<file path="src/sv/tgr_pkg.sv">
package tgr_pkg;

    localparam int CFG_IDX_W  = 3;
    localparam int CFG_DATA_W = 16;
    localparam int EV_W       = 4;
    localparam int PH_W       = 3;
    localparam int MAX_EV     = 3;
    localparam int EV_CNT_W   = 2;

    // Gesture phase codes.
    localparam logic [PH_W-1:0] PH_IDLE  = 3'd0;
    localparam logic [PH_W-1:0] PH_PRESS = 3'd1;
    localparam logic [PH_W-1:0] PH_LONG  = 3'd2;
    localparam logic [PH_W-1:0] PH_SHORT = 3'd3;
    localparam logic [PH_W-1:0] PH_MLONG = 3'd4;
    localparam logic [PH_W-1:0] PH_CLICK = 3'd5;

    // Event codes.
    localparam logic [EV_W-1:0] EV_NONE   = 4'd0;
    localparam logic [EV_W-1:0] EV_TOUCH  = 4'd1;
    localparam logic [EV_W-1:0] EV_LONG   = 4'd2;
    localparam logic [EV_W-1:0] EV_SL     = 4'd3;
    localparam logic [EV_W-1:0] EV_SR     = 4'd4;
    localparam logic [EV_W-1:0] EV_SU     = 4'd5;
    localparam logic [EV_W-1:0] EV_SD     = 4'd6;
    localparam logic [EV_W-1:0] EV_LL     = 4'd7;
    localparam logic [EV_W-1:0] EV_LR     = 4'd8;
    localparam logic [EV_W-1:0] EV_LU     = 4'd9;
    localparam logic [EV_W-1:0] EV_LD     = 4'd10;
    localparam logic [EV_W-1:0] EV_CLICK  = 4'd11;
    localparam logic [EV_W-1:0] EV_DOUBLE = 4'd12;
    localparam logic [EV_W-1:0] EV_LIFT   = 4'd13;
    localparam logic [EV_W-1:0] EV_COVER  = 4'd14;

    // Operation codes.
    localparam logic OP_SAMPLE = 1'b0;
    localparam logic OP_POLL   = 1'b1;

    // Register indexes.
    localparam logic [CFG_IDX_W-1:0] REG_SHORT_THR = 3'd0;
    localparam logic [CFG_IDX_W-1:0] REG_LONG_THR  = 3'd1;
    localparam logic [CFG_IDX_W-1:0] REG_TOP_ZONE  = 3'd2;
    localparam logic [CFG_IDX_W-1:0] REG_LONG_CNT  = 3'd3;
    localparam logic [CFG_IDX_W-1:0] REG_DC_WINDOW = 3'd4;
    localparam logic [CFG_IDX_W-1:0] REG_DC_EN     = 3'd5;
    localparam logic [CFG_IDX_W-1:0] REG_COVER_EN  = 3'd6;

    typedef struct packed {
        logic [10:0] short_thr;
        logic [10:0] long_thr;
        logic [10:0] top_zone;
        logic [7:0]  long_cnt;
        logic [15:0] dc_window;
        logic        dc_en;
        logic        cover_en;
    } t_cfg;

endpackage

</file>
<file path="src/sv/tgr_in_if.sv">
interface tgr_in_if #(
    parameter int COORD_WIDTH = 12
);
    logic                          valid;
    logic                          ready;
    logic                          operation;
    logic                          pressed;
    logic signed [COORD_WIDTH-1:0] touch_x;
    logic signed [COORD_WIDTH-1:0] touch_y;
    logic [31:0]                   now_ms;

    modport source (
        output valid, operation, pressed, touch_x, touch_y, now_ms,
        input  ready
    );
    modport sink (
        input  valid, operation, pressed, touch_x, touch_y, now_ms,
        output ready
    );
endinterface

</file>
<file path="src/sv/tgr_out_if.sv">
interface tgr_out_if #(
    parameter int COORD_WIDTH = 12
);
    logic                        valid;
    logic                        ready;
    logic [3:0]                  event_res;
    logic                        last_of_run;
    logic                        touching;
    logic signed [COORD_WIDTH-1:0] start_x;
    logic signed [COORD_WIDTH-1:0] start_y;
    logic signed [COORD_WIDTH:0]   motion_dx;
    logic signed [COORD_WIDTH:0]   motion_dy;

    modport source (
        output valid, event_res, last_of_run, touching, start_x, start_y,
               motion_dx, motion_dy,
        input  ready
    );
    modport sink (
        input  valid, event_res, last_of_run, touching, start_x, start_y,
               motion_dx, motion_dy,
        output ready
    );
endinterface

</file>
<file path="src/sv/touch_gesture_recognizer.sv">
// Channel   Direction  Carries
// i_in      sink       operation, pressed, touch_x, touch_y, now_ms
// o_out     source     event_res, last_of_run, touching, start_x, start_y, motion_dx/dy
// i_cfg_*   write      register index and data, taken whenever i_cfg_we is high
//
// An item waits in the input register until the result buffer can load, then it updates
// the gesture state and loads its zero to three events into the result buffer.
// The result buffer sends one event per cycle while o_out.ready is high, and a new
// item may load as the last held event leaves.
// A full result buffer holds the input register, which then deasserts ready.
// Reset is synchronous and returns the phase to idle and the registers to defaults.
module touch_gesture_recognizer #(
    parameter int COORD_WIDTH = 12
) (
    input  logic                           i_clk,
    input  logic                           i_rst_n,
    tgr_in_if.sink                         i_in,
    tgr_out_if.source                      o_out,
    input  logic                           i_cfg_we,
    input  logic [tgr_pkg::CFG_IDX_W-1:0]  i_cfg_idx,
    input  logic [tgr_pkg::CFG_DATA_W-1:0] i_cfg_data
);

    localparam int CW = COORD_WIDTH;

    tgr_pkg::t_cfg cfg;

    logic                 r_in_vld;
    logic                 r_in_op;
    logic                 r_in_pr;
    logic signed [CW-1:0] r_in_x;
    logic signed [CW-1:0] r_in_y;
    logic [31:0]          r_in_now;

    logic                         fire;
    logic                         can_load;
    logic                         in_take;
    logic [tgr_pkg::EV_W-1:0]     ev [tgr_pkg::MAX_EV];
    logic [tgr_pkg::EV_CNT_W-1:0] ev_cnt;

    assign fire     = r_in_vld && can_load;
    assign i_in.ready = !r_in_vld || fire;
    assign in_take  = i_in.valid && i_in.ready;

    always_ff @(posedge i_clk) begin
        if (!i_rst_n) begin
            r_in_vld <= 1'b0;
        end else if (in_take) begin
            r_in_vld <= 1'b1;
        end else if (fire) begin
            r_in_vld <= 1'b0;
        end
    end

    always_ff @(posedge i_clk) begin
        if (in_take) begin
            r_in_op  <= i_in.operation;
            r_in_pr  <= i_in.pressed;
            r_in_x   <= i_in.touch_x;
            r_in_y   <= i_in.touch_y;
            r_in_now <= i_in.now_ms;
        end
    end

    tgr_cfg u_cfg (
        .i_clk   (i_clk),
        .i_rst_n (i_rst_n),
        .i_we    (i_cfg_we),
        .i_idx   (i_cfg_idx),
        .i_data  (i_cfg_data),
        .o_cfg   (cfg)
    );

    tgr_core #(
        .CW (CW)
    ) u_core (
        .i_clk      (i_clk),
        .i_rst_n    (i_rst_n),
        .i_fire     (fire),
        .i_op       (r_in_op),
        .i_pressed  (r_in_pr),
        .i_x        (r_in_x),
        .i_y        (r_in_y),
        .i_now      (r_in_now),
        .i_cfg      (cfg),
        .o_ev       (ev),
        .o_ev_cnt   (ev_cnt),
        .o_touching (o_out.touching),
        .o_start_x  (o_out.start_x),
        .o_start_y  (o_out.start_y),
        .o_dx       (o_out.motion_dx),
        .o_dy       (o_out.motion_dy)
    );

    tgr_outbuf u_outbuf (
        .i_clk      (i_clk),
        .i_rst_n    (i_rst_n),
        .i_load     (fire),
        .i_ev       (ev),
        .i_cnt      (ev_cnt),
        .i_ready    (o_out.ready),
        .o_valid    (o_out.valid),
        .o_event    (o_out.event_res),
        .o_last     (o_out.last_of_run),
        .o_can_load (can_load)
    );

    a_no_empty_event: assert property (@(posedge i_clk) disable iff (!i_rst_n)
        o_out.valid |-> (o_out.event_res != tgr_pkg::EV_NONE))
        else $error("result item carries no event");

    a_touch_is_touching: assert property (@(posedge i_clk) disable iff (!i_rst_n)
        (o_out.valid && (o_out.event_res == tgr_pkg::EV_TOUCH)) |-> o_out.touching)
        else $error("touch event while the phase is idle");

    a_lift_goes_idle: assert property (@(posedge i_clk) disable iff (!i_rst_n)
        (o_out.valid && ((o_out.event_res == tgr_pkg::EV_LIFT)
            || (o_out.event_res == tgr_pkg::EV_DOUBLE))) |-> !o_out.touching)
        else $error("lift or double click left the phase active");

    a_reset_empty: assert property (@(posedge i_clk)
        !i_rst_n |=> !o_out.valid)
        else $error("result pending right after reset");

endmodule

</file>
<file path="src/sv/tgr_cfg.sv">
module tgr_cfg (
    input  logic                           i_clk,
    input  logic                           i_rst_n,
    input  logic                           i_we,
    input  logic [tgr_pkg::CFG_IDX_W-1:0]  i_idx,
    input  logic [tgr_pkg::CFG_DATA_W-1:0] i_data,
    output tgr_pkg::t_cfg                  o_cfg
);

    tgr_pkg::t_cfg r_cfg;
    tgr_pkg::t_cfg n_cfg;

    always_comb begin
        n_cfg = r_cfg;
        if (i_we) begin
            unique case (i_idx)
                tgr_pkg::REG_SHORT_THR: n_cfg.short_thr = i_data[10:0];
                tgr_pkg::REG_LONG_THR:  n_cfg.long_thr  = i_data[10:0];
                tgr_pkg::REG_TOP_ZONE:  n_cfg.top_zone  = i_data[10:0];
                tgr_pkg::REG_LONG_CNT:  n_cfg.long_cnt  = i_data[7:0];
                tgr_pkg::REG_DC_WINDOW: n_cfg.dc_window = i_data;
                tgr_pkg::REG_DC_EN:     n_cfg.dc_en     = i_data[0];
                tgr_pkg::REG_COVER_EN:  n_cfg.cover_en  = i_data[0];
                default: n_cfg = r_cfg;
            endcase
        end
    end

    always_ff @(posedge i_clk) begin
        if (!i_rst_n) begin
            r_cfg.short_thr <= 11'd8;
            r_cfg.long_thr  <= 11'd80;
            r_cfg.top_zone  <= 11'd28;
            r_cfg.long_cnt  <= 8'd40;
            r_cfg.dc_window <= 16'd200;
            r_cfg.dc_en     <= 1'b1;
            r_cfg.cover_en  <= 1'b0;
        end else begin
            r_cfg <= n_cfg;
        end
    end

    assign o_cfg = r_cfg;

endmodule

</file>
<file path="src/sv/tgr_core.sv">
module tgr_core #(
    parameter int CW = 12
) (
    input  logic                         i_clk,
    input  logic                         i_rst_n,
    input  logic                         i_fire,
    input  logic                         i_op,
    input  logic                         i_pressed,
    input  logic signed [CW-1:0]         i_x,
    input  logic signed [CW-1:0]         i_y,
    input  logic [31:0]                  i_now,
    input  tgr_pkg::t_cfg                i_cfg,
    output logic [tgr_pkg::EV_W-1:0]     o_ev [tgr_pkg::MAX_EV],
    output logic [tgr_pkg::EV_CNT_W-1:0] o_ev_cnt,
    output logic                         o_touching,
    output logic signed [CW-1:0]         o_start_x,
    output logic signed [CW-1:0]         o_start_y,
    output logic signed [CW:0]           o_dx,
    output logic signed [CW:0]           o_dy
);

    localparam int CMPW = ((CW > 11) ? CW : 11) + 2;

    logic [tgr_pkg::PH_W-1:0] r_phase, n_phase;
    logic signed [CW-1:0]     r_start_x, n_start_x, r_start_y, n_start_y;
    logic signed [CW-1:0]     r_cur_x, n_cur_x, r_cur_y, n_cur_y;
    logic [7:0]               r_cnt, n_cnt;
    logic [31:0]              r_stamp, n_stamp;
    logic                     r_pend, n_pend;
    logic                     r_have, n_have;
    logic signed [CW:0]       r_dx, n_dx, r_dy, n_dy;

    logic [tgr_pkg::EV_W-1:0]     ev [tgr_pkg::MAX_EV];
    logic [tgr_pkg::EV_CNT_W-1:0] cnt;
    logic signed [CW:0]           dxs, dys;
    logic [CW:0]                  mx, my;
    logic [7:0]                   cnt_inc;
    logic [31:0]                  elapsed;
    logic                         expired;
    logic                         mx_long, mx_short, my_long, my_short;
    logic                         top;
    logic                         do_swipe;
    logic                         was_short;

    // Distance from the start point to the new sample.
    assign dxs = {i_x[CW-1], i_x} - {r_start_x[CW-1], r_start_x};
    assign dys = {i_y[CW-1], i_y} - {r_start_y[CW-1], r_start_y};
    assign mx  = dxs[CW] ? (CW+1)'(-dxs) : dxs;
    assign my  = dys[CW] ? (CW+1)'(-dys) : dys;

    assign mx_long  = CMPW'(mx) >= CMPW'(i_cfg.long_thr);
    assign mx_short = CMPW'(mx) >= CMPW'(i_cfg.short_thr);
    assign my_long  = CMPW'(my) >= CMPW'(i_cfg.long_thr);
    assign my_short = CMPW'(my) >= CMPW'(i_cfg.short_thr);

    // A negative start Y is always inside the top zone.
    assign top = r_start_y[CW-1]
        || (CMPW'(unsigned'(r_start_y)) < CMPW'(i_cfg.top_zone));

    assign cnt_inc   = (r_cnt == 8'hFF) ? r_cnt : r_cnt + 8'd1;
    assign elapsed   = i_now - r_stamp;
    assign expired   = elapsed >= {16'd0, i_cfg.dc_window};
    assign was_short = (r_phase == tgr_pkg::PH_SHORT);

    always_comb begin
        n_phase   = r_phase;
        n_start_x = r_start_x;
        n_start_y = r_start_y;
        n_cur_x   = r_cur_x;
        n_cur_y   = r_cur_y;
        n_cnt     = r_cnt;
        n_stamp   = r_stamp;
        n_pend    = r_pend;
        n_have    = r_have;
        n_dx      = r_dx;
        n_dy      = r_dy;
        ev        = '{default: tgr_pkg::EV_NONE};
        cnt       = '0;
        do_swipe  = 1'b0;

        if (i_op == tgr_pkg::OP_POLL) begin
            if (i_cfg.dc_en && r_pend && expired) begin
                ev[cnt] = tgr_pkg::EV_CLICK;
                cnt     = cnt + 2'd1;
                n_pend  = 1'b0;
                n_phase = tgr_pkg::PH_IDLE;
            end
        end else begin
            n_cur_x = i_x;
            n_cur_y = i_y;
            if (i_pressed) begin
                if (r_have) begin
                    n_dx = {i_x[CW-1], i_x} - {r_cur_x[CW-1], r_cur_x};
                    n_dy = {i_y[CW-1], i_y} - {r_cur_y[CW-1], r_cur_y};
                end else begin
                    n_have = 1'b1;
                    n_dx   = '0;
                    n_dy   = '0;
                end
            end else begin
                n_have = 1'b0;
            end

            if (i_cfg.cover_en && (i_x == '1)) begin
                ev[cnt] = tgr_pkg::EV_COVER;
                cnt     = cnt + 2'd1;
            end

            if (i_pressed) begin
                unique case (r_phase) inside
                    tgr_pkg::PH_IDLE, tgr_pkg::PH_CLICK: begin
                        n_start_x = i_x;
                        n_start_y = i_y;
                        n_cnt     = cnt_inc;
                        if (r_phase == tgr_pkg::PH_CLICK) begin
                            if (expired) begin
                                ev[cnt] = tgr_pkg::EV_TOUCH;
                                cnt     = cnt + 2'd1;
                                n_pend  = 1'b0;
                            end
                        end else begin
                            ev[cnt] = tgr_pkg::EV_TOUCH;
                            cnt     = cnt + 2'd1;
                        end
                        n_phase = tgr_pkg::PH_PRESS;
                    end
                    tgr_pkg::PH_PRESS: begin
                        n_cnt = cnt_inc;
                        if (cnt_inc >= i_cfg.long_cnt) begin
                            ev[cnt] = tgr_pkg::EV_LONG;
                            cnt     = cnt + 2'd1;
                            n_phase = tgr_pkg::PH_LONG;
                        end else begin
                            do_swipe = 1'b1;
                        end
                    end
                    tgr_pkg::PH_LONG, tgr_pkg::PH_SHORT: begin
                        do_swipe = 1'b1;
                    end
                    default: begin
                        n_phase = r_phase;
                    end
                endcase

                if (do_swipe) begin
                    if (mx >= my) begin
                        if (mx_long) begin
                            if (!was_short) begin
                                ev[cnt] = dxs[CW] ? tgr_pkg::EV_SL : tgr_pkg::EV_SR;
                                cnt     = cnt + 2'd1;
                            end
                            ev[cnt] = dxs[CW] ? tgr_pkg::EV_LL : tgr_pkg::EV_LR;
                            cnt     = cnt + 2'd1;
                            n_phase = tgr_pkg::PH_MLONG;
                        end else if (!was_short && mx_short) begin
                            ev[cnt] = dxs[CW] ? tgr_pkg::EV_SL : tgr_pkg::EV_SR;
                            cnt     = cnt + 2'd1;
                            n_phase = tgr_pkg::PH_SHORT;
                        end
                    end else begin
                        if (my_long) begin
                            if (!was_short) begin
                                if (dys[CW]) begin
                                    ev[cnt] = tgr_pkg::EV_SU;
                                    cnt     = cnt + 2'd1;
                                end else if (top) begin
                                    ev[cnt] = tgr_pkg::EV_SD;
                                    cnt     = cnt + 2'd1;
                                end
                            end
                            ev[cnt] = dys[CW] ? tgr_pkg::EV_LU : tgr_pkg::EV_LD;
                            cnt     = cnt + 2'd1;
                            n_phase = tgr_pkg::PH_MLONG;
                        end else if (!was_short && my_short) begin
                            if (dys[CW]) begin
                                ev[cnt] = tgr_pkg::EV_SU;
                                cnt     = cnt + 2'd1;
                            end else if (top) begin
                                ev[cnt] = tgr_pkg::EV_SD;
                                cnt     = cnt + 2'd1;
                            end
                            n_phase = tgr_pkg::PH_SHORT;
                        end
                    end
                end
            end else begin
                unique case (r_phase)
                    tgr_pkg::PH_PRESS: begin
                        if (i_cfg.dc_en) begin
                            if (r_pend) begin
                                ev[cnt] = tgr_pkg::EV_DOUBLE;
                                cnt     = cnt + 2'd1;
                                n_pend  = 1'b0;
                                n_phase = tgr_pkg::PH_IDLE;
                            end else begin
                                n_stamp = i_now;
                                n_pend  = 1'b1;
                                n_phase = tgr_pkg::PH_CLICK;
                            end
                        end else begin
                            ev[cnt] = tgr_pkg::EV_CLICK;
                            cnt     = cnt + 2'd1;
                            n_phase = tgr_pkg::PH_IDLE;
                        end
                    end
                    tgr_pkg::PH_CLICK: begin
                        n_phase = r_phase;
                    end
                    default: begin
                        if (r_phase == tgr_pkg::PH_LONG) begin
                            ev[cnt] = tgr_pkg::EV_LIFT;
                            cnt     = cnt + 2'd1;
                        end
                        n_pend  = 1'b0;
                        n_phase = tgr_pkg::PH_IDLE;
                    end
                endcase
                n_cnt = '0;
            end
        end
    end

    always_ff @(posedge i_clk) begin
        if (!i_rst_n) begin
            r_phase   <= tgr_pkg::PH_IDLE;
            r_start_x <= '0;
            r_start_y <= '0;
            r_cur_x   <= '0;
            r_cur_y   <= '0;
            r_cnt     <= '0;
            r_stamp   <= '0;
            r_pend    <= 1'b0;
            r_have    <= 1'b0;
            r_dx      <= '0;
            r_dy      <= '0;
        end else if (i_fire) begin
            r_phase   <= n_phase;
            r_start_x <= n_start_x;
            r_start_y <= n_start_y;
            r_cur_x   <= n_cur_x;
            r_cur_y   <= n_cur_y;
            r_cnt     <= n_cnt;
            r_stamp   <= n_stamp;
            r_pend    <= n_pend;
            r_have    <= n_have;
            r_dx      <= n_dx;
            r_dy      <= n_dy;
        end
    end

    assign o_ev       = ev;
    assign o_ev_cnt   = cnt;
    assign o_touching = (r_phase != tgr_pkg::PH_IDLE);
    assign o_start_x  = r_start_x;
    assign o_start_y  = r_start_y;
    assign o_dx       = r_dx;
    assign o_dy       = r_dy;

endmodule

</file>
<file path="src/sv/tgr_outbuf.sv">
module tgr_outbuf (
    input  logic                         i_clk,
    input  logic                         i_rst_n,
    input  logic                         i_load,
    input  logic [tgr_pkg::EV_W-1:0]     i_ev [tgr_pkg::MAX_EV],
    input  logic [tgr_pkg::EV_CNT_W-1:0] i_cnt,
    input  logic                         i_ready,
    output logic                         o_valid,
    output logic [tgr_pkg::EV_W-1:0]     o_event,
    output logic                         o_last,
    output logic                         o_can_load
);

    logic [tgr_pkg::EV_W-1:0]     r_ev [tgr_pkg::MAX_EV];
    logic [tgr_pkg::EV_CNT_W-1:0] r_rd;
    logic [tgr_pkg::EV_CNT_W-1:0] r_left;
    logic                         take;

    assign o_valid    = (r_left != '0);
    assign take       = o_valid && i_ready;
    assign o_event    = r_ev[r_rd];
    assign o_last     = (r_left == 2'd1);
    // A new item may load when nothing is held or the last held result leaves this cycle.
    assign o_can_load = (r_left == '0) || (o_last && i_ready);

    always_ff @(posedge i_clk) begin
        if (!i_rst_n) begin
            r_rd   <= '0;
            r_left <= '0;
        end else if (i_load) begin
            r_rd   <= '0;
            r_left <= i_cnt;
        end else if (take) begin
            r_rd   <= r_rd + 2'd1;
            r_left <= r_left - 2'd1;
        end
    end

    always_ff @(posedge i_clk) begin
        if (i_load) begin
            r_ev <= i_ev;
        end
    end

endmodule

</file>
<file path="src/flat_wrapper.sv">
// flat-port wrapper written by rule: the top's interface ports become plain ports
module touch_gesture_recognizer_flat 
#(
    parameter int COORD_WIDTH = 12
)
  (i_clk, i_rst_n, i_cfg_we, i_cfg_idx, i_cfg_data, i_in_valid, i_in_operation, i_in_pressed, i_in_touch_x, i_in_touch_y, i_in_now_ms, i_in_ready, o_out_valid, o_out_event_res, o_out_last_of_run, o_out_touching, o_out_start_x, o_out_start_y, o_out_motion_dx, o_out_motion_dy, o_out_ready);
  tgr_in_if #(.COORD_WIDTH(COORD_WIDTH)) i_in_i ();
  tgr_out_if #(.COORD_WIDTH(COORD_WIDTH)) o_out_i ();
  input  logic i_clk;
  input  logic i_rst_n;
  input  logic i_cfg_we;
  input  logic [tgr_pkg::CFG_IDX_W-1:0] i_cfg_idx;
  input  logic [tgr_pkg::CFG_DATA_W-1:0] i_cfg_data;
  input wire logic [$bits(i_in_i.valid)-1:0] i_in_valid;
  input wire logic [$bits(i_in_i.operation)-1:0] i_in_operation;
  input wire logic [$bits(i_in_i.pressed)-1:0] i_in_pressed;
  input wire logic [$bits(i_in_i.touch_x)-1:0] i_in_touch_x;
  input wire logic [$bits(i_in_i.touch_y)-1:0] i_in_touch_y;
  input wire logic [$bits(i_in_i.now_ms)-1:0] i_in_now_ms;
  output wire logic [$bits(i_in_i.ready)-1:0] i_in_ready;
  output wire logic [$bits(o_out_i.valid)-1:0] o_out_valid;
  output wire logic [$bits(o_out_i.event_res)-1:0] o_out_event_res;
  output wire logic [$bits(o_out_i.last_of_run)-1:0] o_out_last_of_run;
  output wire logic [$bits(o_out_i.touching)-1:0] o_out_touching;
  output wire logic [$bits(o_out_i.start_x)-1:0] o_out_start_x;
  output wire logic [$bits(o_out_i.start_y)-1:0] o_out_start_y;
  output wire logic [$bits(o_out_i.motion_dx)-1:0] o_out_motion_dx;
  output wire logic [$bits(o_out_i.motion_dy)-1:0] o_out_motion_dy;
  input wire logic [$bits(o_out_i.ready)-1:0] o_out_ready;
  assign i_in_i.valid = i_in_valid;
  assign i_in_i.operation = i_in_operation;
  assign i_in_i.pressed = i_in_pressed;
  assign i_in_i.touch_x = i_in_touch_x;
  assign i_in_i.touch_y = i_in_touch_y;
  assign i_in_i.now_ms = i_in_now_ms;
  assign i_in_ready = i_in_i.ready;
  assign o_out_valid = o_out_i.valid;
  assign o_out_event_res = o_out_i.event_res;
  assign o_out_last_of_run = o_out_i.last_of_run;
  assign o_out_touching = o_out_i.touching;
  assign o_out_start_x = o_out_i.start_x;
  assign o_out_start_y = o_out_i.start_y;
  assign o_out_motion_dx = o_out_i.motion_dx;
  assign o_out_motion_dy = o_out_i.motion_dy;
  assign o_out_i.ready = o_out_ready;
  touch_gesture_recognizer #(.COORD_WIDTH(COORD_WIDTH)) u_core (.i_clk(i_clk), .i_rst_n(i_rst_n), .i_in(i_in_i), .o_out(o_out_i), .i_cfg_we(i_cfg_we), .i_cfg_idx(i_cfg_idx), .i_cfg_data(i_cfg_data));
endmodule
</file>
<file path="config.mk">
export PLATFORM = sky130hd
export DESIGN_NAME = touch_gesture_recognizer_flat
export DESIGN_NICKNAME = d
export VERILOG_FILES = /design/src/sv/tgr_pkg.sv /design/src/sv/tgr_in_if.sv /design/src/sv/tgr_out_if.sv /design/src/sv/touch_gesture_recognizer.sv /design/src/sv/tgr_cfg.sv /design/src/sv/tgr_core.sv /design/src/sv/tgr_outbuf.sv /design/src/flat_wrapper.sv
export SDC_FILE = /design/constraint.sdc
export NUM_CORES = 1
export LEC_CHECK = 0
export ABC_AREA = 1
export BUFFER_PORTS_ARGS = -buffer_cell sky130_fd_sc_hd__buf_2
export CAP_MARGIN = 15
export CELL_PAD_IN_SITES_DETAIL_PLACEMENT = 0
export CELL_PAD_IN_SITES_GLOBAL_PLACEMENT = 2
export CORE_UTILIZATION = 32
export DETAILED_ROUTE_END_ITERATION = 7
export PLACE_DENSITY_LB_ADDON = 0.1
export SETUP_SLACK_MARGIN = 0.4
export SYNTH_ARGS = -nofsm -noshare
export SYNTH_HDL_FRONTEND = slang
export SYNTH_SLANG_ARGS = --single-unit
export TNS_END_PERCENT = 100
</file>
<file path="constraint.sdc">
create_clock -name i_clk -period 4.7 [get_ports i_clk]
set_clock_uncertainty 0.15 [all_clocks]
set_input_delay 1.175 -clock i_clk [delete_from_list [all_inputs] [get_ports i_clk]]
set_output_delay 1.175 -clock i_clk [all_outputs]
set_load 0.02 [all_outputs]
</file>
* Word level (Yosys, flattened, before mapping)
Index checks and enable logic that the tools add are counted.
** Storage, ports and cells
- Output and inout bits :: 58
- Register bits :: 253
- Word-level logic and storage cells :: 279
- Bits of input ports :: 82
** Cells by class
- Magnitude comparators :: 17
- Mux-type cells :: 126
- Reductions and logical operators :: 43
- Bitwise logic cells :: 30
- Add/subtract/negate cells :: 14
- Equal/unequal tests :: 20
** Operators with widths (number)
- 2-to-1 mux 12 bit :: 29
- 2-to-1 mux 2 bit :: 34
- >= comparator 13 x 11 -> 1 bit :: 4
- 2-to-1 mux 13 bit :: 4
- subtractor 12 x 12 -> 13 bit :: 4
- one-hot mux 12 bit (2 select lines) :: 2
- 2-to-1 mux 4 bit :: 11
- 2-to-1 mux 3 bit :: 13
- bitwise mux 12 bit :: 3
- demux 4 bit (select 2 bit) :: 4
- >= comparator 32 x 16 -> 1 bit :: 1
- subtractor 32 bit :: 1
- negator 13 bit :: 2
- 2-to-1 mux 8 bit :: 3
- bitwise AND 6 bit :: 3
- bitwise AND 9 bit :: 2
- inverter 6 bit :: 3
- inverter 9 bit :: 2
- OR 6 bit :: 3
- OR 9 bit :: 2
- 2-to-1 mux 1 bit :: 16
- AND reduction 2 bit :: 8
- >= comparator 3 bit (second input constant) :: 5
- inverter 2 -> 3 bit :: 5
- other kinds (38) :: 86

* Logic depth before layout (Yosys ltp)
Gate-level depths: netlist (run 1).
- Word-level depth :: 31
- Depth in mapped cells :: 41
- Gate-level depth less buffers :: 41

* Hierarchy
From an unflattened synthesis (run 1), not the netlist that was laid out.
** Unflattened totals
- Cell total of the unflattened synthesis :: 2800
- Area, all modules :: 18864.3 um2
** By module, submodules not included
- tgr_core :: cells each 2326, area an instance 13989.7 um2, times used 1, sequential area each 2382.3 um2
- tgr_cfg :: cells each 339, area an instance 2394.8 um2, times used 1, sequential area each 1181.1 um2
- touch_gesture_recognizer :: cells each 67, area an instance 1800.5 um2, times used 1, sequential area each 1761.7 um2
- tgr_outbuf :: cells each 68, area an instance 679.4 um2, times used 1, sequential area each 440.4 um2

* Least setup slack after synthesis (run 1)
No wires, ideal clock.
- Path type :: register -> register
- From :: register u_core.r_in_now[2]
- To :: register u_core.u_outbuf.r_ev[9] (netlist name) (data pin)
- Arrival time :: 4.833 ns
- Clock period less this slack :: 5.237 ns
- Stages on the path, launching flop included :: 34
- Path slack :: -0.537 ns
- Library setup time :: 0.254 ns
- Data required time :: 4.296 ns
- Buffers on the path :: 0
- Path through :: edfxtp_1 ha_1 a21oi_1 o21ai_2 a21oi_1 xnor2_1 ha_1 a21oi_1 nor2_1 a211oi_1 a21oi_1 o21ai_0 and3_1 nand2_1 nor3_1 nand4_1 nor3b_1 nand4_1 ha_1 inv_1 o22ai_1 nor2_1 ha_1 o21ai_1 nor2_1 inv_1 ha_1 inv_1 o221ai_1 nand3_1 nand3_1 nand2_1 nand2_1 nand2_1
** RTL lines
- start: declaration :: line touch_gesture_recognizer.sv:33 : logic [31:0] r_in_now;
- start signal: assignment :: line touch_gesture_recognizer.sv:61 : r_in_now <= i_in.now_ms;
- end signal: assignment :: line tgr_outbuf.sv:41 : r_ev <= i_ev;
- end: declaration :: line tgr_outbuf.sv:14 : logic [tgr_pkg::EV_W-1:0] r_ev [tgr_pkg::MAX_EV];

* Final worst setup path (run 1)
- From :: register u_core.r_in_now[0]
- To :: register u_core.u_outbuf.r_left[1] (netlist name)
** Between the ends
- Longest elaborated chain between the ends :: 23
- Elaborated cells between the ends (all ways) :: 33
- Those cells by class :: 4 x add/sub; 1 x order compare; 28 x mux
** RTL lines
- subtractor 32 bit (*) :: line tgr_core.sv:61 : assign elapsed = i_now - r_stamp;
- >= comparator 32 x 16 -> 1 bit (*) :: line tgr_core.sv:62 : assign expired = elapsed >= {16'd0, i_cfg.dc_window};
- 2-to-1 mux 2 bit (*) :: line tgr_core.sv:116 : if (expired) begin
- 2-to-1 mux 2 bit (*) :: line tgr_core.sv:115 : if (r_phase == tgr_pkg::PH_CLICK) begin
- one-hot mux 2 bit (2 select lines) (*) :: line tgr_core.sv:110 : unique case (r_phase) inside
- 2-to-1 mux 2 bit (*) :: line tgr_core.sv:109 : if (i_pressed) begin
- 2-to-1 mux 2 bit (*) :: line tgr_core.sv:81 : if (i_op == tgr_pkg::OP_POLL) begin
- adder 2 x 1 -> 2 bit
- [... 7 more ...]
- 2-to-1 mux 2 bit :: line tgr_core.sv:81
- adder 2 x 1 -> 2 bit :: line tgr_core.sv:172 : cnt = cnt + 2'd1;
- 2-to-1 mux 2 bit :: line tgr_core.sv:161 : if (my_long) begin
- 2-to-1 mux 2 bit :: line tgr_core.sv:146 : if (mx >= my) begin
- 2-to-1 mux 2 bit (*) :: line tgr_core.sv:145 : if (do_swipe) begin
- 2-to-1 mux 2 bit (*) :: line tgr_core.sv:109
- 2-to-1 mux 2 bit (*) :: line tgr_core.sv:81
- 2-to-1 mux 2 bit (*) :: line tgr_outbuf.sv:30 : end else if (i_load) begin
- end signal: assignment :: line tgr_outbuf.sv:32 : r_left <= i_cnt;
- end signal: assignment :: line tgr_outbuf.sv:35 : r_left <= r_left - 2'd1;
- end: declaration :: line tgr_outbuf.sv:16 : logic [tgr_pkg::EV_CNT_W-1:0] r_left;
Every way passes the cells marked *; elsewhere a longest branch is shown, timed or not. The select of a mux whose other input is x is not followed.
A chain may end at the register's enable or synchronous reset.

==> results of run 1 <==
==> power by group through the flow <==
stage / Clock [W] / Combinational, W / Sequential [W]
final: 0.00269 / 0.00486 / 0.00249
after CTS: 0.00279 / 0.00466 / 0.00249
after global routing: 0.00286 / 0.00542 / 0.00251
after floorplan: 0 / 0.00254 / 0.00253
after detailed placement: 0 / 0.00425 / 0.00254
after global placement: 0 / 0.00422 / 0.00254
==> what timing repair did <==
| action | in CTS | in global routing |
|---|---|---|
| endpoints found under the setup margin | 17 | 17 |
| gates resized for setup | 109 | 93 |
| gates cloned | 1 | 0 |
| setup buffers | 17 | 17 |
| pin swaps | 73 | 54 |
==> metal layers <==
layer	GRT usage, %	part of all wire, %
met2	35.9	45
met1	30.4	49
met3	2.25	3.0
met4	8.40	3.6
met5	0	0
==> layout by cell type, fill, tap and decap left out, types with 23 or more instances in the layout <==
cell type,instances
a21oi_1,247
a21oi_2,28
buf_2,140
buf_4,327
clkbuf_16,34
dfxtp_1,182
edfxtp_1,70
ha_1,160
ha_4,32
inv_1,369
inv_2,31
nand2_1,485
nand2_2,41
nand3_1,98
nand4_1,37
nor2_1,239
nor2_2,23
nor3_1,53
nor4_1,33
o21ai_0,157
o21ai_1,29
xor2_1,24
==> worst max-delay path: cells and delay by family (launching register included) <==
kind	cells	cell delay, ns
adder cells (fa/ha/maj)	6	1.60
flip-flops	1	0.33
AO/OA/AOI/OAI	5	0.63
XOR/XNOR	1	0.23
AND/OR/NAND/NOR	21	1.88
buffers and inverters	6	0.39
==> path summary, 6_finish.rpt <==
| kind | startpoint | to | depth (start not counted) |
|---|---|---|---|
| max | u_core.r_in_now[0]$_DFFE_PP_ | u_core.u_outbuf.r_left[1]$_SDFFE_PN0P_ | 39 |
| min | u_core.u_core.r_cur_x[11]$_SDFFE_PN0P_ | u_core.u_core.r_cur_x[11]$_SDFFE_PN0P_ | 2 |
| max reg2reg | u_core.r_in_now[0]$_DFFE_PP_ | u_core.u_outbuf.r_left[1]$_SDFFE_PN0P_ | 39 |
| min reg2reg | u_core.u_core.r_cur_x[11]$_SDFFE_PN0P_ | u_core.u_core.r_cur_x[11]$_SDFFE_PN0P_ | 2 |
==> final cells by class <==
cell class                      instances  area, um2  area share [%]
Antenna cell                            1       2.50          0.0102
Clock buffer                           47        960            3.92
Clock inverter                         15        183           0.745
Inverter                              408       1540            6.29
Multi-Input combinational cell       1875      11700            47.8
Sequential cell                       253       5770            23.5
Tap cell                              756        946            3.86
Timing Repair Buffer                  485       3400            13.9
==> sequential cells by signal, indices dropped and copies added (netlist names), 12 cells and up <==
register,count
u_core.u_core.o_dy,13
u_core.u_outbuf.r_ev,12
u_core.u_core.r_cur_y,12
u_core.u_core.o_dx,13
u_core.u_core.o_start_x,12
u_core.u_cfg.o_cfg,59
u_core.u_core.r_stamp,32
u_core.r_in_x,12
u_core.r_in_y,12
u_core.r_in_now,32
u_core.u_core.o_start_y,12
u_core.u_core.r_cur_x,12
==> through the flow <==
| step | util, % | power [W] |
|---|---|---|
| global placement | 39.4 | 0.00676 |
| finish | 43.5 | 0.0100 |
| CTS | 42.6 | 0.00994 |
| global route | 43.5 | 0.0108 |
| detailed placement | 39.4 | 0.00679 |
| floorplan | - | 0.00507 |
==> kinds of logic after synthesis <==
logic type,Yosys count
multiplexers,2
buffers and inverters,474
AND/OR/NAND/NOR,1087
adder cells (fa/ha/maj),198
XOR/XNOR,41
AO/OA/AOI/OAI,546
flip-flops,253
==> flow_metrics.env, run 1 <==
export IMPL_synth_nets=2881
export IMPL_placed_area_mm2=0.0222
export IMPL_period_minus_slack_ns=5.34
export IMPL_comb_power_share_pct=48.4
export IMPL_synthMuxAreaShare_pct=0.117
export IMPL_power_frac_clock_pct=26.8
export IMPL_cts_clk_slew_worst_paths_ns=0.06
export IMPL_final_hold_violation_count=0
export IMPL_finalNetCount=3337
export IMPL_ys_types=59
export IMPL_cts_buffer_depth=3
export IMPL_hp_class="flip-flop to flip-flop"
export IMPL_synthCells=2601
export IMPL_initial_core_util_pct=32.4
export IMPL_arrival_ns=5.68
export IMPL_synth_fa_ha_area_share_pct=13.8
export IMPL_drtAntennaViolNets=0
export IMPL_synth_edff_count=70
export IMPL_peakVddDrop_mv=0.359
export IMPL_cap_viol_max_count=0
export IMPL_wire_per_inst_um=16.6
export IMPL_switching_power_w=0.00394
export IMPL_antenna_found_initial=1
export IMPL_stdcell_count=3840
export IMPL_slew_headroom_pct=24.8
export IMPL_fillCellCount=5916
export IMPL_cp_slowest_cell="fa_2"
export IMPL_htree_levels=2
export IMPL_io_buffers=139
export IMPL_grt_pass1_vias=18156
export IMPL_clock_latency_ns=0.55
export IMPL_place_worst_setup_slack_ns=-1.04
export IMPL_cp_max_fo=3
export IMPL_synth_area_leaders="dfxtp_1 (20%), ha_1 (13%), edfxtp_1 (12%), nand2_1 (11%), inv_1 (8.1%)"
export IMPL_grt_usage_pct=22.2
export IMPL_grt_overflow=0
export IMPL_slowest_delay_ns=0.43
export IMPL_final_area_mm2=0.0245
export IMPL_rows=87
export IMPL_slew_viol_final=0
export IMPL_via_per_inst=4.81
export IMPL_ctsHoldBuffers=0
export IMPL_outcome="finished with violations"
export IMPL_synthXorXnorAreaFrac_pct=1.97
export IMPL_ys_ff_latch=253
export IMPL_fp_coreArea_mm2=0.0563
export IMPL_start_kind="flip-flop"
export IMPL_fin_crit_sh_pct=114
export IMPL_p_int_w=0.00610
export IMPL_avgSynthCellArea_um2=7.00
export IMPL_cp_end_kind="flip-flop"
export IMPL_postSynth_asyncResetShare_pct=0
export IMPL_tns_ns=-7.09
export IMPL_die_w_um=241
export IMPL_cts_tree="done"
export IMPL_crit_type="flip-flop to flip-flop"
export IMPL_die_h_um=241
export IMPL_yosys_area_share_simple_pct=26.2
export IMPL_fmax_mhz=187
export IMPL_layout_setup_ws_ns=-0.637
export IMPL_ios=140
export IMPL_seq_power_share_pct=24.8
export IMPL_crit_path_frequent_cell="nand2_1"
export IMPL_worst_slew_pin_slew_ns=1.13
export IMPL_synth_compound_area_share_pct=16.2
export IMPL_first_pass_iters=5
export IMPL_synth_largest_area_cell="dfxtp_1"
export IMPL_rrSetupSlack_ns=-0.64
export IMPL_dp_cells=3741
export IMPL_die_area_mm2=0.0579
export IMPL_drive_above_1_share_pct=25.7
export IMPL_vias=18462
export IMPL_drc_errors=0
export IMPL_cts_root_buffer="clkbuf_16"
export IMPL_yosysMostFrequentCell="nand2_1"
export IMPL_power_density_mw_per_mm2=410
export IMPL_hpwl_mm=50.2
export IMPL_setup_viol=14
export IMPL_synth_top_family_by_area="simple AND/OR/NAND/NOR gates"
export IMPL_swShare_pct=39.2
export IMPL_hold_worst_slack_ns=0.308
export IMPL_rsz0062_at_grt="yes"
export IMPL_synthFlopType="dfxtp_1"
export IMPL_synthDominantCellAreaShare_pct=20.1
export IMPL_cts_sinks=253
export IMPL_wirelength_mm=63.6
export IMPL_critPathRequiredTime_ns=5.04
export IMPL_grt_pass1_wl_mm=99.5
export IMPL_synth_warnings=0
export IMPL_p_leak_nw=11.1
export IMPL_violations="negative setup slack"
export IMPL_globalplace_congestion=0.886
export IMPL_ys_top_cells_by_count="nand2_1 (514), inv_1 (393), a21oi_1 (272)"
export IMPL_first_iter_violations=770
export IMPL_synth_seq_area_share_pct=31.6
export IMPL_cts_made_buffers=34
export IMPL_netlist_area_mm2=0.0182
export IMPL_grt_max_degree=109
export IMPL_area_growth_pct=34.5
No activity file was read; power rests on OpenSTA's default activity.
==> run 2: changes to the inputs <==
SKIP_CTS_REPAIR_TIMING = 1   (was not set)
==> run 2 against run 1 <==
Against the previous run: the flow still finishes with violations (negative setup slack); count of clock-buffer cells in the layout unchanged; setup slack worse by 0.16 ns; sequential power about the same; final area shrank 1.6%; via count decreased by 0.47%; first-iteration DRC count is 5.7% higher; die area unchanged; register-to-register slack lost 0.16 ns; total power is 1.3% lower; critical path type unchanged; critical endpoint is now u_core.u_outbuf.r_ev[4]$_SDFFCE_PP0P_.
==> flow_metrics.env, run 2 (same netlist as run 1, synthesis figures left out) <==
export IMPL_outcome="finished with violations"
export IMPL_violations="negative setup slack"
export IMPL_arrival_ns=5.74
export IMPL_layout_setup_ws_ns=-0.794
export IMPL_via_per_inst=4.81
export IMPL_grt_pass1_wl_mm=98.2
export IMPL_power_density_mw_per_mm2=411
export IMPL_layout_commonest_cell="nand2_1"
export IMPL_grt_usage_pct=21.9
export IMPL_reg2reg_from="u_core.r_in_now[0]$_DFFE_PP_"
export IMPL_cp_startpoint="u_core.r_in_now[0]$_DFFE_PP_"
export IMPL_fmax_mhz=182
export IMPL_grt_pass1_vias=17891
export IMPL_grt_overflow=0
export IMPL_vias=18375
export IMPL_fin_crit_sh_pct=117
export IMPL_critPathRequiredTime_ns=4.94
export IMPL_cts_tree="done"
export IMPL_switching_power_w=0.00390
export IMPL_finalNetCount=3321
export IMPL_stdcell_count=3823
export IMPL_period_minus_slack_ns=5.49
export IMPL_clock_latency_ns=0.55
export IMPL_swShare_pct=39.4
export IMPL_htree_levels=2
export IMPL_cp_end_kind="flip-flop"
export IMPL_slew_viol_final=0
export IMPL_worstReg2RegEnd="u_core.u_outbuf.r_ev[4]$_SDFFCE_PP0P_"
export IMPL_cp_max_fo=3
export IMPL_area_growth_pct=32.3
export IMPL_antenna_found_initial=1
export IMPL_drc_errors=0
export IMPL_crit_type="flip-flop to flip-flop"
export IMPL_crit_path_frequent_cell="nand2_1"
export IMPL_first_iter_violations=814
export IMPL_cts_sinks=253
export IMPL_initial_core_util_pct=32.4
export IMPL_drive_above_1_share_pct=24.3
export IMPL_seq_power_share_pct=25.1
export IMPL_final_hold_violation_count=0
export IMPL_cts_root_buffer="clkbuf_16"
export IMPL_dp_cells=3741
export IMPL_peakVddDrop_mv=0.343
export IMPL_diodes=0
export IMPL_wirelength_mm=63.3
export IMPL_drtAntennaViolNets=0
export IMPL_hp_class="flip-flop to flip-flop"
export IMPL_rrSetupSlack_ns=-0.79
export IMPL_cts_made_buffers=34
export IMPL_hpwl_mm=50.2
export IMPL_cap_viol_max_count=0
export IMPL_ios=140
export IMPL_power_frac_clock_pct=27.1
export IMPL_grt_max_degree=109
export IMPL_largest_reg_flops=59
export IMPL_wl_met2_mm=28.5
export IMPL_worst_slew_pin_slew_ns=1.12
export IMPL_cts_clk_slew_worst_paths_ns=0.06
export IMPL_place_worst_setup_slack_ns=-1.04
export IMPL_die_area_mm2=0.0579
export IMPL_io_buffers=139
export IMPL_p_total_w=0.00991
export IMPL_top_layer="met4"
export IMPL_route_met3_wl_mm=1.92
export IMPL_setup_viol=14
export IMPL_p_int_w=0.00601
export IMPL_globalplace_congestion=0.886
export IMPL_hold_worst_slack_ns=0.308
export IMPL_whs_path_depth=2
export IMPL_wire_per_inst_um=16.6
export IMPL_rows=87
export IMPL_rsz0062_at_grt="yes"
export IMPL_slew_headroom_pct=25.1
export IMPL_reg2regPathDepth=34
export IMPL_mostFrequentLayoutCells="nand2_1 (498), inv_1 (373), buf_4 (322), a21oi_1 (249), nor2_1 (241)"
export IMPL_fp_coreArea_mm2=0.0563
export IMPL_die_h_um=241
export IMPL_utilization_pct=42.8
export IMPL_start_kind="flip-flop"
export IMPL_wl_met1_mm=31.0
export IMPL_die_w_um=241
export IMPL_comb_power_share_pct=47.7
export IMPL_cts_buffer_depth=3
export IMPL_p_leak_nw=10.9
export IMPL_slowest_delay_ns=0.44
export IMPL_crit_end="u_core.u_outbuf.r_ev[4]$_SDFFCE_PP0P_"
export IMPL_cp_slowest_cell="fa_2"
export IMPL_first_pass_iters=5
run 2: cell count changes in the layout (fill, tap and decap cells not counted), moves of 5 or more:
cell	change
nand2_1	+13
ha_4	-9
nand2_2	-9
buf_6	-8
ha_1	+8
buf_4	-5
run 2: how the worst min path moves through the flow:
| stage | start | end | slack (ns) |
|---|---|---|---|
| 4_1_cts | u_core.u_core.r_cur_x[7]$_SDFFE_PN0P_ | u_core.u_core.r_cur_x[7]$_SDFFE_PN0P_ | 0.31 |
| 5_1_grt | u_core.u_core.o_dx[2]$_SDFFE_PN0P_ | u_core.u_core.o_dx[2]$_SDFFE_PN0P_ | 0.33 |
| 3_3_place_gp | u_core.u_core.r_cur_x[2]$_SDFFE_PN0P_ | u_core.u_core.r_cur_x[2]$_SDFFE_PN0P_ | 0.30 |
| 3_5_place_dp | u_core.u_core.o_dx[2]$_SDFFE_PN0P_ | u_core.u_core.o_dx[2]$_SDFFE_PN0P_ | 0.30 |
| 2_1_floorplan | u_core.u_cfg.o_cfg[26]$_SDFFE_PN0P_ | u_core.u_cfg.o_cfg[26]$_SDFFE_PN0P_ | 0.27 |
| 6_report | u_core.u_core.r_cur_x[11]$_SDFFE_PN0P_ | u_core.u_core.r_cur_x[11]$_SDFFE_PN0P_ | 0.31 |
run 2: critical path: cells and delay by family, from the launching register on:
family | cells | cell delay, ns
adder cells (fa/ha/maj) | 6 | 1.66
flip-flops | 1 | 0.33
AND/OR/NAND/NOR | 15 | 1.52
AO/OA/AOI/OAI | 7 | 1.00
XOR/XNOR | 1 | 0.22
buffers and inverters | 5 | 0.44
run 2: metal layers:
metal	global-route usage [%]	vias up
met5	0	-
met1	30.1	8483
met2	35.7	294
met3	2.22	86
li1	-	9512
met4	7.51	0
run 2: power by group through the flow:
stage	combinational [W]	clock, W	sequential (W)
CTS	0.00427	0.00279	0.00249
detailed placement	0.00425	0	0.00254
global route	0.00527	0.00286	0.00251
global placement	0.00422	0	0.00254
floorplan	0.00254	0	0.00253
finish	0.00473	0.00269	0.00249
run 2: layout make-up:
type / instances / area, um2
clock inverters: 15 / 183
well taps: 756 / 946
repair buffers: 470 / 3250
fillers: 5932 / 32200
flip-flops and latches: 253 / 5770
clock buffers: 47 / 960
multi-input cells: 1874 / 11500
inverters: 408 / 1530
run 2: metrics by stage:
| step | area (um2) | setup TNS (ns) |
|---|---|---|
| 2_1_floorplan | 18500 | -1.56 |
| 3_3_place_gp | 22200 | -9.57 |
| 3_5_place_dp | 22200 | -11.23 |
| 4_1_cts | 23300 | -12.13 |
| 5_1_grt | 24100 | -13.72 |
| 6_report | 24100 | -8.61 |
==> run 3: changes to the inputs <==
CTS_BUF_LIST = sky130_fd_sc_hd__clkbuf_2   (was not set)
==> run 3 against run 2 <==
Against the previous run: the flow still finishes with violations (negative setup slack); via count rose by 1.4%; non-clock buffer count rose by 8; register-to-register slack improved by 0.02 ns; count of clock-buffer cells in the layout rose by 69; sequential cell count did not move; combinational power barely moved; utilization fell by 0.53 points; clock power fell by 30%; first-iteration DRC count fell by 11%; final cell count rose by 2.2%; critical path depth fell by 1; critical path type unchanged; largest power group unchanged.
==> flow_metrics.env, run 3 (same netlist as run 1, synthesis figures left out) <==
export IMPL_outcome="finished with violations"
export IMPL_violations="negative setup slack"
export IMPL_tns_ns=-8.91
export IMPL_antenna_found_initial=2
export IMPL_rows=87
export IMPL_slowest_delay_ns=0.45
export IMPL_p_int_w=0.00522
export IMPL_utilization_pct=42.3
export IMPL_wire_per_inst_um=16.2
export IMPL_fp_coreArea_mm2=0.0563
export IMPL_die_w_um=241
export IMPL_fmax_mhz=183
export IMPL_cts_root_buffer="clkbuf_2"
export IMPL_drtAntennaViolNets=0
export IMPL_power_density_mw_per_mm2=383
export IMPL_drive_above_1_share_pct=26.2
export IMPL_comb_power_share_pct=52.2
export IMPL_cpLargestDelayFamily="simple AND/OR/NAND/NOR gates"
export IMPL_wirelength_mm=63.4
export IMPL_vias=18636
export IMPL_setup_viol=14
export IMPL_cts_sinks=253
export IMPL_slew_headroom_pct=25.3
export IMPL_cap_viol_max_count=0
export IMPL_rsz0062_at_grt="yes"
export IMPL_cts_clk_slew_worst_paths_ns=0.10
export IMPL_worst_slew_pin_slew_ns=1.12
export IMPL_peakVddDrop_mv=0.162
export IMPL_cp_slowest_cell="edfxtp_1"
export IMPL_mostFrequentLayoutCells="nand2_1 (495), inv_1 (373), buf_4 (322), a21oi_1 (252), nor2_1 (242)"
export IMPL_io_buffers=139
export IMPL_cp_max_fo=4
export IMPL_switching_power_w=0.00389
export IMPL_cts_made_buffers=76
export IMPL_largest_reg_flops=59
export IMPL_fin_crit_sh_pct=117
export IMPL_swShare_pct=42.7
export IMPL_seq_power_share_pct=27.3
export IMPL_grt_pass1_wl_mm=98.8
export IMPL_die_h_um=241
export IMPL_layout_commonest_cell="nand2_1"
export IMPL_finalNetCount=3371
export IMPL_drc_errors=0
export IMPL_first_iter_violations=726
export IMPL_die_area_mm2=0.0579
export IMPL_period_minus_slack_ns=5.48
export IMPL_layout_setup_ws_ns=-0.779
export IMPL_grt_usage_pct=22.1
export IMPL_final_hold_violation_count=0
export IMPL_cts_tree="done"
export IMPL_area_growth_pct=30.7
export IMPL_hpwl_mm=50.2
export IMPL_htree_levels=3
export IMPL_path_buf_inv=2
export IMPL_p_leak_nw=11.0
export IMPL_grt_overflow=0
export IMPL_fillCellCount=6025
export IMPL_hp_class="primary input to flip-flop"
export IMPL_clock_latency_ns=1.10
export IMPL_initial_core_util_pct=32.4
export IMPL_globalplace_congestion=0.886
export IMPL_cp_end_kind="flip-flop"
export IMPL_via_per_inst=4.77
export IMPL_grt_max_degree=109
export IMPL_slew_viol_final=0
export IMPL_crit_type="flip-flop to flip-flop"
export IMPL_first_pass_iters=7
export IMPL_cts_buffer_depth=3
export IMPL_ios=140
export IMPL_power_frac_clock_pct=20.5
export IMPL_grt_pass1_vias=18305
export IMPL_arrival_ns=6.19
export IMPL_critPathRequiredTime_ns=5.41
export IMPL_start_kind="flip-flop"
export IMPL_crit_path_frequent_cell="nand2_1"
run 3: changes by cell type in the layout (fill, tap and decap cells not counted), moves of 3 or more:
cell and change:
clkbuf_1 -7, nand2_2 +4, nand2_1 -3, a21oi_1 +3
clkbuf_8 -6, clkinv_1 +9, buf_6 +6, a21oi_2 -3
clkbuf_16 -34, clkbuf_2 +117
run 3: cell type report:
cell class              count  area, um2  area share [%]
multi-input cells        1874      11500            48.2
diodes                      2       5.00          0.0210
well taps                 756        946            3.97
clock buffers             116        581            2.44
flip-flops and latches    253       5770            24.2
inverters                 408       1540            6.45
clock inverters            22        166           0.699
repair buffers            478       3340            14.0
run 3: power groups by stage:
stage,Sequential (W),Combinational (W),Clock [W]
after floorplan,0.00253,0.00254,0
after global placement,0.00254,0.00422,0
after detailed placement,0.00254,0.00425,0
after CTS,0.00249,0.00427,0.00197
after global routing,0.00250,0.00530,0.00208
final,0.00249,0.00475,0.00187
run 3: final timing paths:
| kind | start | endpoint | slack, ns | cells past startpoint |
|---|---|---|---|---|
| max | u_core.r_in_now[2]$_DFFE_PP_ | u_core.u_outbuf.r_ev[5]$_SDFFCE_PP0P_ | -0.78 | 33 |
| min reg2reg | u_core.u_core.r_cur_x[2]$_SDFFE_PN0P_ | u_core.u_core.r_cur_x[2]$_SDFFE_PN0P_ | 0.31 | 2 |
| min | i_in_touch_x[0] | u_core.r_in_x[0]$_DFFE_PP_ | 0.11 | 1 |
| max reg2reg | u_core.r_in_now[2]$_DFFE_PP_ | u_core.u_outbuf.r_ev[5]$_SDFFCE_PP0P_ | -0.78 | 33 |
run 3: routing by layer:
metal	vias to the layer above	part of all wire, %	GRT usage (%)
met4	0	3.1	8.69
met1	8546	49	29.7
met5	-	0	0
li1	9660	-	-
met3	100	3.7	3.07
met2	330	45	35.6
run 3: metrics by stage:
stage | instances | setup WS, ns | area (um2) | hold slack, ns | total power, W
3_3_place_gp | 3741 | -0.883 | 22200 | 0.297 | 0.00676
4_1_cts | 3879 | -1.15 | 22900 | -0.0277 | 0.00872
3_5_place_dp | 3741 | -1.04 | 22200 | 0.304 | 0.00679
5_1_grt | 3908 | -1.15 | 23800 | 0.0195 | 0.00988
2_1_floorplan | 2601 | -0.272 | 18500 | 0.274 | 0.00507
6_report | 3909 | -0.779 | 23800 | 0.114 | 0.00911
